File: src/hdl/smwa_pkg.sv
// Shared types and constants for the soil moisture window averager.
package smwa_pkg;

    localparam int SAMPLE_W  = 10;
    localparam int MOIST_W   = 7;
    localparam int COUNT_W   = 16;
    localparam int SUM_W     = 23;
    localparam int DIVRES_W  = 20;
    localparam int SLOPE_W   = 32;
    localparam int CFG_IDX_W = 2;
    localparam int CFG_DAT_W = 32;
    localparam int DIV_STEPS = 7;
    localparam int STEP_W    = 3;

    localparam logic [SAMPLE_W-1:0] FULL_SCALE   = 10'd1023;
    localparam logic [MOIST_W-1:0]  MOISTURE_CAP = 7'd100;

    typedef enum logic [1:0] {
        OP_ADD     = 2'd0,
        OP_ADD_FIN = 2'd1,
        OP_FIN     = 2'd2,
        OP_NONE    = 2'd3
    } t_op;

    localparam logic [CFG_IDX_W-1:0] CFG_DIV_RES = 2'd0;
    localparam logic [CFG_IDX_W-1:0] CFG_SLOPE   = 2'd1;

    // Commands from the controller to the datapath.
    typedef struct packed {
        logic load_in;
        logic mul_slope;
        logic mul_read;
        logic sel_rev;
        logic div_init;
        logic div_step;
        logic save_first;
        logic accum;
        logic fin_load;
        logic emit;
    } t_dp_cmd;

    // Status from the datapath to the controller.
    typedef struct packed {
        logic window_full;
    } t_dp_stat;

endpackage

File: src/hdl/smwa_ifs.sv
// Valid/ready channel interfaces for sample pairs and window results.
interface smwa_in_if;
    logic                              valid;
    logic                              ready;
    logic [1:0]                        operation;
    logic [smwa_pkg::SAMPLE_W-1:0]     forward_sample;
    logic [smwa_pkg::SAMPLE_W-1:0]     reverse_sample;

    modport source (output valid, operation, forward_sample, reverse_sample, input ready);
    modport sink   (input valid, operation, forward_sample, reverse_sample, output ready);
endinterface

interface smwa_out_if;
    logic                              valid;
    logic                              ready;
    logic [smwa_pkg::MOIST_W-1:0]      moisture_average;
    logic [smwa_pkg::COUNT_W-1:0]      pair_count;

    modport source (output valid, moisture_average, pair_count, input ready);
    modport sink   (input valid, moisture_average, pair_count, output ready);
endinterface

File: src/hdl/smwa_ctrl.sv
// Sequencing state machine for the moisture averager.
module smwa_ctrl (
    input  logic                i_clk,
    input  logic                i_rst_n,
    input  logic                i_in_valid,
    input  logic [1:0]          i_in_op,
    output logic                o_in_ready,
    input  logic                i_out_ready,
    output logic                o_out_valid,
    input  smwa_pkg::t_dp_stat  i_stat,
    output smwa_pkg::t_dp_cmd   o_cmd
);

    typedef enum logic [2:0] {
        S_IDLE,
        S_MUL_SLOPE,
        S_MUL_READ,
        S_DIV_INIT,
        S_DIV,
        S_READ_DONE,
        S_FIN_LOAD,
        S_EMIT
    } t_state;

    t_state                        r_state;
    logic [smwa_pkg::STEP_W-1:0]   r_step;
    logic                          r_second;
    logic                          r_fin;
    logic                          r_fin_phase;
    logic                          r_out_valid;
    logic                          w_accept;
    logic                          w_out_free;
    smwa_pkg::t_op                 w_op;

    assign w_op       = smwa_pkg::t_op'(i_in_op);
    assign o_in_ready = (r_state == S_IDLE);
    assign w_accept   = i_in_valid && o_in_ready;
    assign w_out_free = !r_out_valid || i_out_ready;
    assign o_out_valid = r_out_valid;

    always_comb begin
        o_cmd            = '0;
        o_cmd.load_in    = w_accept;
        o_cmd.mul_slope  = (r_state == S_MUL_SLOPE);
        o_cmd.mul_read   = (r_state == S_MUL_READ);
        o_cmd.sel_rev    = r_second;
        o_cmd.div_init   = (r_state == S_DIV_INIT);
        o_cmd.div_step   = (r_state == S_DIV);
        o_cmd.save_first = (r_state == S_READ_DONE) && !r_second;
        o_cmd.accum      = (r_state == S_READ_DONE) && r_second;
        o_cmd.fin_load   = (r_state == S_FIN_LOAD);
        o_cmd.emit       = (r_state == S_EMIT) && w_out_free;
    end

    always_ff @(posedge i_clk) begin
        if (!i_rst_n) begin
            r_state     <= S_IDLE;
            r_step      <= '0;
            r_second    <= 1'b0;
            r_fin       <= 1'b0;
            r_fin_phase <= 1'b0;
            r_out_valid <= 1'b0;
        end else begin
            if (o_cmd.emit) begin
                r_out_valid <= 1'b1;
            end else if (r_out_valid && i_out_ready) begin
                r_out_valid <= 1'b0;
            end
            unique case (r_state)
                S_IDLE: begin
                    if (w_accept) begin
                        r_second <= 1'b0;
                        r_fin    <= (w_op == smwa_pkg::OP_ADD_FIN);
                        unique case (w_op)
                            smwa_pkg::OP_ADD, smwa_pkg::OP_ADD_FIN: begin
                                priority if (!i_stat.window_full) begin
                                    r_state <= S_MUL_SLOPE;
                                end else if (w_op == smwa_pkg::OP_ADD_FIN) begin
                                    r_state <= S_FIN_LOAD;
                                end else begin
                                    r_state <= S_IDLE;
                                end
                            end
                            smwa_pkg::OP_FIN: r_state <= S_FIN_LOAD;
                            smwa_pkg::OP_NONE: r_state <= S_IDLE;
                            default: r_state <= S_IDLE;
                        endcase
                    end
                end
                S_MUL_SLOPE: r_state <= S_MUL_READ;
                S_MUL_READ:  r_state <= S_DIV_INIT;
                S_DIV_INIT: begin
                    r_step  <= '0;
                    r_state <= S_DIV;
                end
                S_DIV: begin
                    r_step <= r_step + 1'b1;
                    if (r_step == smwa_pkg::STEP_W'(smwa_pkg::DIV_STEPS - 1)) begin
                        r_state <= r_fin_phase ? S_EMIT : S_READ_DONE;
                    end
                end
                S_READ_DONE: begin
                    if (!r_second) begin
                        r_second <= 1'b1;
                        r_state  <= S_MUL_READ;
                    end else begin
                        r_second <= 1'b0;
                        r_state  <= r_fin ? S_FIN_LOAD : S_IDLE;
                    end
                end
                S_FIN_LOAD: begin
                    r_fin_phase <= 1'b1;
                    r_state     <= S_DIV_INIT;
                end
                S_EMIT: begin
                    if (w_out_free) begin
                        r_fin_phase <= 1'b0;
                        r_state     <= S_IDLE;
                    end
                end
                default: r_state <= S_IDLE;
            endcase
        end
    end

endmodule

File: src/hdl/smwa_dp.sv
// Datapath: calibration registers, multipliers, serial divider and window sums.
module smwa_dp #(
    parameter int MAX_PAIRS = 65535
) (
    input  logic                                  i_clk,
    input  logic                                  i_rst_n,
    input  logic                                  i_cfg_we,
    input  logic [smwa_pkg::CFG_IDX_W-1:0]        i_cfg_idx,
    input  logic [smwa_pkg::CFG_DAT_W-1:0]        i_cfg_data,
    input  logic [smwa_pkg::SAMPLE_W-1:0]         i_fwd,
    input  logic [smwa_pkg::SAMPLE_W-1:0]         i_rev,
    input  smwa_pkg::t_dp_cmd                     i_cmd,
    output smwa_pkg::t_dp_stat                    o_stat,
    output logic [smwa_pkg::MOIST_W-1:0]          o_avg,
    output logic [smwa_pkg::COUNT_W-1:0]          o_pairs
);

    localparam int PROD_W = smwa_pkg::SLOPE_W + smwa_pkg::DIVRES_W;   // 52
    localparam int NUM_W  = PROD_W + smwa_pkg::SAMPLE_W;               // 62
    localparam int DEN_W  = smwa_pkg::SAMPLE_W + 16;                   // 26
    localparam int DSH_W  = DEN_W + smwa_pkg::DIV_STEPS - 1;           // 32

    logic [smwa_pkg::DIVRES_W-1:0] r_div_res;
    logic [smwa_pkg::SLOPE_W-1:0]  r_slope;
    logic [smwa_pkg::SAMPLE_W-1:0] r_fwd;
    logic [smwa_pkg::SAMPLE_W-1:0] r_rev;
    logic [PROD_W-1:0]             r_prod;
    logic [NUM_W-1:0]              r_rem;
    logic [DEN_W-1:0]              r_den;
    logic [DSH_W-1:0]              r_dsh;
    logic [smwa_pkg::MOIST_W-1:0]  r_quo;
    logic                          r_ovf;
    logic [smwa_pkg::MOIST_W-1:0]  r_m1;
    logic [smwa_pkg::SUM_W-1:0]    r_sum;
    logic [smwa_pkg::COUNT_W-1:0]  r_cnt;
    logic [smwa_pkg::MOIST_W-1:0]  r_avg;
    logic [smwa_pkg::COUNT_W-1:0]  r_pairs;

    logic [smwa_pkg::SAMPLE_W-1:0] w_v;
    logic [smwa_pkg::SAMPLE_W-1:0] w_span;
    logic [NUM_W-1:0]              w_dsh_ext;
    logic                          w_ge;
    logic [smwa_pkg::MOIST_W-1:0]  w_m;
    logic [smwa_pkg::MOIST_W:0]    w_pair_sum;

    // Reversed reading is inverted before conversion.
    assign w_v       = i_cmd.sel_rev ? (smwa_pkg::FULL_SCALE - r_rev) : r_fwd;
    assign w_span    = smwa_pkg::FULL_SCALE - w_v;
    assign w_dsh_ext = NUM_W'(r_dsh);
    assign w_ge      = (r_rem >= w_dsh_ext);

    // A full-scale reading has a zero divisor and so always trips the overflow clamp.
    assign w_m = (r_ovf || (r_quo > smwa_pkg::MOISTURE_CAP)) ? smwa_pkg::MOISTURE_CAP : r_quo;
    assign w_pair_sum = {1'b0, r_m1} + {1'b0, w_m};

    assign o_stat.window_full = (r_cnt >= smwa_pkg::COUNT_W'(MAX_PAIRS));
    assign o_avg   = r_avg;
    assign o_pairs = r_pairs;

    always_ff @(posedge i_clk) begin
        if (!i_rst_n) begin
            r_div_res <= smwa_pkg::DIVRES_W'(10000);
            r_slope   <= smwa_pkg::SLOPE_W'(65536);
        end else if (i_cfg_we) begin
            if (i_cfg_idx == smwa_pkg::CFG_DIV_RES) begin
                r_div_res <= i_cfg_data[smwa_pkg::DIVRES_W-1:0];
            end else if (i_cfg_idx == smwa_pkg::CFG_SLOPE) begin
                r_slope <= i_cfg_data[smwa_pkg::SLOPE_W-1:0];
            end
        end
    end

    always_ff @(posedge i_clk) begin
        if (i_cmd.load_in) begin
            r_fwd <= i_fwd;
            r_rev <= i_rev;
        end
        if (i_cmd.mul_slope) begin
            r_prod <= PROD_W'(r_slope) * PROD_W'(r_div_res);
        end
        if (i_cmd.mul_read) begin
            r_rem <= NUM_W'(r_prod) * NUM_W'(w_v);
            r_den <= {w_span, 16'd0};
        end else if (i_cmd.fin_load) begin
            r_rem <= NUM_W'(r_sum);
            r_den <= DEN_W'(r_cnt);
        end else if (i_cmd.div_step && w_ge) begin
            r_rem <= r_rem - w_dsh_ext;
        end
        if (i_cmd.div_init) begin
            // Quotient of 128 or more only ever clamps.
            r_ovf <= (r_rem >= NUM_W'({r_den, 7'd0}));
            r_dsh <= {r_den, 6'd0};
            r_quo <= '0;
        end else if (i_cmd.div_step) begin
            r_quo <= {r_quo[smwa_pkg::MOIST_W-2:0], w_ge};
            r_dsh <= r_dsh >> 1;
        end
        if (i_cmd.save_first) begin
            r_m1 <= w_m;
        end
        if (i_cmd.emit) begin
            r_avg   <= (r_cnt == '0) ? '0 : r_quo;
            r_pairs <= r_cnt;
        end
    end

    always_ff @(posedge i_clk) begin
        if (!i_rst_n) begin
            r_sum <= '0;
            r_cnt <= '0;
        end else if (i_cmd.emit) begin
            r_sum <= '0;
            r_cnt <= '0;
        end else if (i_cmd.accum) begin
            r_sum <= r_sum + smwa_pkg::SUM_W'(w_pair_sum[smwa_pkg::MOIST_W:1]);
            r_cnt <= r_cnt + 1'b1;
        end
    end

endmodule

File: src/hdl/soil_moisture_window_average.sv
// Top level of the soil moisture window averager.
// Sequence: a pair item closes the input while the slope*resistor product is formed, then per
//   reading a product, a clamp check, 7 restoring-division steps and a done state; a finish
//   adds a load, a clamp check, the division and an emit. No item is taken before the last one
//   is through; a finish also waits in its emit state while an older result is held.
// Reset (synchronous, active low): clear the window, drop any pending result, reload calibration.
module soil_moisture_window_average #(
    parameter int MAX_PAIRS = 65535
) (
    input  logic                                i_clk,
    input  logic                                i_rst_n,
    smwa_in_if.sink                             i_in,
    smwa_out_if.source                          o_out,
    input  logic                                i_cfg_we,
    input  logic [smwa_pkg::CFG_IDX_W-1:0]      i_cfg_idx,
    input  logic [smwa_pkg::CFG_DAT_W-1:0]      i_cfg_data
);

    smwa_pkg::t_dp_cmd  w_cmd;
    smwa_pkg::t_dp_stat w_stat;

    // Controller: accepts items only when idle, sequences the datapath and
    // owns the output valid so a finished result can wait while the next
    // item is taken in.
    smwa_ctrl u_ctrl (
        .i_clk       (i_clk),
        .i_rst_n     (i_rst_n),
        .i_in_valid  (i_in.valid),
        .i_in_op     (i_in.operation),
        .o_in_ready  (i_in.ready),
        .i_out_ready (o_out.ready),
        .o_out_valid (o_out.valid),
        .i_stat      (w_stat),
        .o_cmd       (w_cmd)
    );

    // Datapath: calibration registers, two multiplier stages, the shared
    // restoring divider, the window sum/count and the output register.
    smwa_dp #(
        .MAX_PAIRS (MAX_PAIRS)
    ) u_dp (
        .i_clk      (i_clk),
        .i_rst_n    (i_rst_n),
        .i_cfg_we   (i_cfg_we),
        .i_cfg_idx  (i_cfg_idx),
        .i_cfg_data (i_cfg_data),
        .i_fwd      (i_in.forward_sample),
        .i_rev      (i_in.reverse_sample),
        .i_cmd      (w_cmd),
        .o_stat     (w_stat),
        .o_avg      (o_out.moisture_average),
        .o_pairs    (o_out.pair_count)
    );

endmodule

File: src/flat_wrapper.sv
// flat-port wrapper written by rule: the top's interface ports become plain ports
module soil_moisture_window_average_flat 
#(
    parameter int MAX_PAIRS = 65535
)
  (i_clk, i_rst_n, i_cfg_we, i_cfg_idx, i_cfg_data, i_in_valid, i_in_operation, i_in_forward_sample, i_in_reverse_sample, i_in_ready, o_out_valid, o_out_moisture_average, o_out_pair_count, o_out_ready);
  smwa_in_if i_in_i ();
  smwa_out_if o_out_i ();
  input  logic i_clk;
  input  logic i_rst_n;
  input  logic i_cfg_we;
  input  logic [smwa_pkg::CFG_IDX_W-1:0] i_cfg_idx;
  input  logic [smwa_pkg::CFG_DAT_W-1:0] i_cfg_data;
  input wire logic [$bits(i_in_i.valid)-1:0] i_in_valid;
  input wire logic [$bits(i_in_i.operation)-1:0] i_in_operation;
  input wire logic [$bits(i_in_i.forward_sample)-1:0] i_in_forward_sample;
  input wire logic [$bits(i_in_i.reverse_sample)-1:0] i_in_reverse_sample;
  output wire logic [$bits(i_in_i.ready)-1:0] i_in_ready;
  output wire logic [$bits(o_out_i.valid)-1:0] o_out_valid;
  output wire logic [$bits(o_out_i.moisture_average)-1:0] o_out_moisture_average;
  output wire logic [$bits(o_out_i.pair_count)-1:0] o_out_pair_count;
  input wire logic [$bits(o_out_i.ready)-1:0] o_out_ready;
  assign i_in_i.valid = i_in_valid;
  assign i_in_i.operation = i_in_operation;
  assign i_in_i.forward_sample = i_in_forward_sample;
  assign i_in_i.reverse_sample = i_in_reverse_sample;
  assign i_in_ready = i_in_i.ready;
  assign o_out_valid = o_out_i.valid;
  assign o_out_moisture_average = o_out_i.moisture_average;
  assign o_out_pair_count = o_out_i.pair_count;
  assign o_out_i.ready = o_out_ready;
  soil_moisture_window_average #(.MAX_PAIRS(MAX_PAIRS)) u_core (.i_clk(i_clk), .i_rst_n(i_rst_n), .i_in(i_in_i), .o_out(o_out_i), .i_cfg_we(i_cfg_we), .i_cfg_idx(i_cfg_idx), .i_cfg_data(i_cfg_data));
endmodule
File: config.mk
export PLATFORM = sky130hd
export DESIGN_NAME = soil_moisture_window_average_flat
export DESIGN_NICKNAME = d
export VERILOG_FILES = /design/src/hdl/smwa_pkg.sv /design/src/hdl/smwa_ifs.sv /design/src/hdl/smwa_ctrl.sv /design/src/hdl/smwa_dp.sv /design/src/hdl/soil_moisture_window_average.sv /design/src/flat_wrapper.sv
export SDC_FILE = /design/constraint.sdc
export NUM_CORES = 2
export LEC_CHECK = 0
export BUFFER_PORTS_ARGS = -buffer_cell sky130_fd_sc_hd__buf_2
export CORE_ASPECT_RATIO = 1.25
export CORE_MARGIN = 8
export CORE_UTILIZATION = 50
export CTS_CLUSTER_SIZE = 16
export DETAILED_ROUTE_END_ITERATION = 6
export PLACE_DENSITY_LB_ADDON = 0.08
export SETUP_SLACK_MARGIN = 0.02
export SLEW_MARGIN = 20
export SYNTH_ARGS = -nofsm -noshare
export SYNTH_HDL_FRONTEND = slang
export SYNTH_HIERARCHICAL = 1
export SYNTH_SLANG_ARGS = --single-unit
File: constraint.sdc
create_clock -name i_clk -period 16.22 [get_ports i_clk]
set_clock_uncertainty 0.15 [all_clocks]
set_input_delay 3.244 -clock i_clk [delete_from_list [all_inputs] [get_ports i_clk]]
set_output_delay 3.244 -clock i_clk [all_outputs]
set_load 0.01 [all_outputs]
==> impl_metrics.csv <==
group,metric,value,unit
floorplanning,ios,86,
detailed_routing,num_vias,39000,
floorplanning,die-area,0.116,sq mm
synthesis,yosysUniqueCellTypes,88,
floorplanning,start_util,50.3,%
place,dp_hpwl,109000,um
detailed_routing,ant_nets,0,
detailed_routing,wl,143000,um
clock_tree,clk_latency,0.63,ns
synthesis,syn_area_per_cell,9.01,sq um
cells_and_area,layout_common_cells,"inv_1, fa_1, nand2_1",
detailed_routing,detail_route.wl_per_cell,19.9,um
synthesis,syn_inst,5869,
floorplanning,die_w,307,um
worst_setup_path,cp-end-kind,"flip-flop",
worst_setup_path,slowest_stage,"dfxtp_2",
worst_setup_path,cpMostUsedCell,"fa_1",
grt,antenna_found_initial,0,
worst_setup_path,path_class,"reg2reg",
worst_setup_path,crit_chain,"nand2_1, fa_1, inv_1, fa_1, fa_1, fa_1, fa_1, fa_1, inv_1, fa_1, inv_1, ha_1, a21oi_1, o21ai_1, a221oi_1, nand3b_1, o21ai_1, o21ai_1, a21oi_1, o21ai_1, a311oi_1, o21ai_1, xnor2_1",
synthesis,synth_fp_nets,7201,
worst_setup_path,critical-path-max-stage-delay,0.95,ns
clock_tree,cts_setup_buffers,0,
place,dpl.cell_count,7126,
worst_setup_path,required,16.42,ns
cells_and_area,drive_gt1_share,4.94,%
detailed_routing,viasPerCell,5.41,
timing,period_minus_slack,8.44,ns
place,io_buffers,85,
grt,grt_start_max_net_pins,67,
clock_tree,cts_tree,"yes",
grt,grt_use_total,24.9,%
detailed_routing,drt_first_pass_iters,6,
cells_and_area,n_fill_cell,9839,
worst_setup_path,cp.arrival,8.63,ns
timing,slew_violations,0,
timing,timing.fmax,119,MHz
timing,slew_headroom,25.1,%
run_status,run_status,"complete, no violations",
timing,hold_viol,0,
clock_tree,cts_root_buffer,"clkbuf_16",
clock_tree,clock_path_buffers,3,
worst_setup_path,cp_max_fo,33,
grt,grt.overflow.total,0,
timing,tightest_slew,1.12,ns
floorplanning,rows,133,
synthesis,synth-seq-area-share,16.3,%
synthesis,ys_warn_count,6,
clock_tree,htreeDepth,2,
cells_and_area,layout.nets,7084,
synthesis,ys.flop_type,"edfxtp_1",
timing,setup_viol,0,
clock_tree,cts_sinks,331,
clock_tree,hold_buffers,0,
timing,finalCritPeriodShare,52.0,%
grt,grt_pass1_vias,41800,
place,globalplace.congestion,0.896,
floorplanning,core_area,0.105,sq mm
synthesis,synth_edf_count,201,
synthesis,synthArstFlopShare,0,%
cells_and_area,final_common_cell,"inv_1",
clock_tree,clk_pin_slew,0.06,ns
clock_tree,cts_buffers,41,
synthesis,ys_ff_latch,331,
timing,rsz0062_at_grt,"false",
detailed_routing,drc,0,
worst_setup_path,crit_path_start_kind,"flip-flop",
floorplanning,die_h,380,um
clock_tree,cts_resized,0,
grt,grt_pass1_wl,231000,um
timing,tns,0,ns
cells_and_area,syn_to_final_growth,5.93,%
flow_run,cap_violations,0,
worst_hold_path,hold_path.class,"reg2reg",
cells_and_area,layout.cells.non_filler,7204,
detailed_routing,drt_iter0_drc,2094,
synthesis,syn_area,0.0529,sq mm
==> critical path, delay by kind of cell (launching register included) <==
family / cells / cell delay [ns]
adder cells (fa/ha/maj): 8 / 3.86
AO/OA/AOI/OAI: 9 / 2.57
flip-flops: 1 / 0.95
AND/OR/NAND/NOR: 2 / 0.30
buffers and inverters: 3 / 0.15
XOR/XNOR: 1 / 0.14
==> Yosys cell counts (all sizes together) (6+ instances only) <==
cell type  count  share of area [%]
inv         1090                7.7
fa           937                 35
nand2        876                6.2
and2         594                7.0
ha           334                7.9
clkbuf       258                1.8
edfxtp       201                 11
a21oi        196                1.9
nor2         189                1.3
dfxtp        130                4.9
o21ai        127                1.2
xnor2        116                1.9
a21o          95                1.3
xor2          76                1.3
nand3         57               0.54
buf           55               0.42
a21boi        53               0.75
nand4         42               0.50
nor3          39               0.38
mux2i         37               0.70
a211oi        35               0.51
nor2b         34               0.40
o22ai         27               0.32
and3          26               0.31
o21bai        25               0.36
a31oi         23               0.28
nand2b        19               0.22
nor4          18               0.22
or3           18               0.21
o21a          17               0.24
o31ai         11               0.19
or2            9               0.11
nand3b         8               0.11
o211ai         7              0.099
or4            7              0.099
o31a           6              0.099
o41ai          6               0.13
==> per-stage QoR <==
step                      utilization [%]  setup slack, ns  hold WS, ns  cell area [sq um]
final                                53.3             7.78        0.312              56000
after global routing                 53.3             7.33        0.330              56000
after CTS                            53.3             7.75        0.316              56000
after detailed placement             51.9             7.80        0.309              54500
after global placement               51.9             7.88        0.302              54500
after floorplan                         -             8.93        0.299              52900
==> final timing paths <==
path         cells after the start                                   end  slack (ns)                                   start
min                              2  u_core/u_dp/r_slope[18]$_SDFFE_PN0P_        0.31    u_core/u_dp/r_slope[18]$_SDFFE_PN0P_
min reg2reg                      2  u_core/u_dp/r_slope[18]$_SDFFE_PN0P_        0.31    u_core/u_dp/r_slope[18]$_SDFFE_PN0P_
max reg2reg                     23      u_core/u_dp/r_prod[50]$_DFFE_PP_        7.78  u_core/u_dp/r_div_res[14]$_SDFFE_PN0P_
max                             23      u_core/u_dp/r_prod[50]$_DFFE_PP_        7.78  u_core/u_dp/r_div_res[14]$_SDFFE_PN0P_
==> kinds of logic after synthesis <==
group                      after synthesis  share of synthesized area [%]
and+or+nand+nor                       1954                           18.0
buffers and inverters                 1404                           10.0
AOI/OAI and AO/OA                      680                           8.37
adders and majority gates             1271                           43.4
DFF                                    331                           16.3
xor gates and xnor gates               192                           3.18
muxes                                   37                          0.701
==> flip-flops by register name (all words and copies together) (netlist names) <==
| signal | cells |
|---|---|
| u_core/u_ctrl/r_fin | 1 |
| u_core/u_dp/r_m1 | 7 |
| u_core/u_ctrl/o_out_valid | 1 |
| u_core/u_ctrl/r_second | 1 |
| u_core/u_dp/o_pairs | 16 |
| u_core/u_ctrl/r_step | 3 |
| u_core/u_dp/r_ovf | 1 |
| u_core/u_dp/r_slope | 32 |
| u_core/u_dp/o_avg | 7 |
| u_core/u_dp/r_prod | 52 |
| u_core/u_ctrl/r_state | 3 |
| u_core/u_dp/r_rem | 62 |
| u_core/u_dp/r_den | 26 |
| u_core/u_dp/r_quo | 7 |
| u_core/u_dp/r_rev | 10 |
| u_core/u_dp/r_sum | 23 |
| u_core/u_dp/r_cnt | 16 |
| u_core/u_dp/r_dsh | 32 |
| u_core/u_dp/r_div_res | 20 |
| u_core/u_ctrl/r_fin_phase | 1 |
| u_core/u_dp/r_fwd | 10 |
==> cell type report <==
class	count	area (sq um)	share of cell area [%]
diodes	2	5.00	0.00894
clock buffers	56	1220	2.18
clock inverters	20	221	0.396
inverters	1091	4100	7.31
multi-input cells	4134	39100	69.8
flip-flops and latches	331	8650	15.5
well taps	1417	1770	3.17
repair buffers	153	936	1.67
==> per-layer routing <==
metal  share of wire [%]  GRT usage [%]
met1                  41           30.5
met2                  53           46.3
met3                 3.8           2.66
met4                 2.8           6.46
met5                   0              0
Power is left out: the tool's default activity adds up to more than one toggle a clock period on the data nets, which glitch-free logic cannot reach.
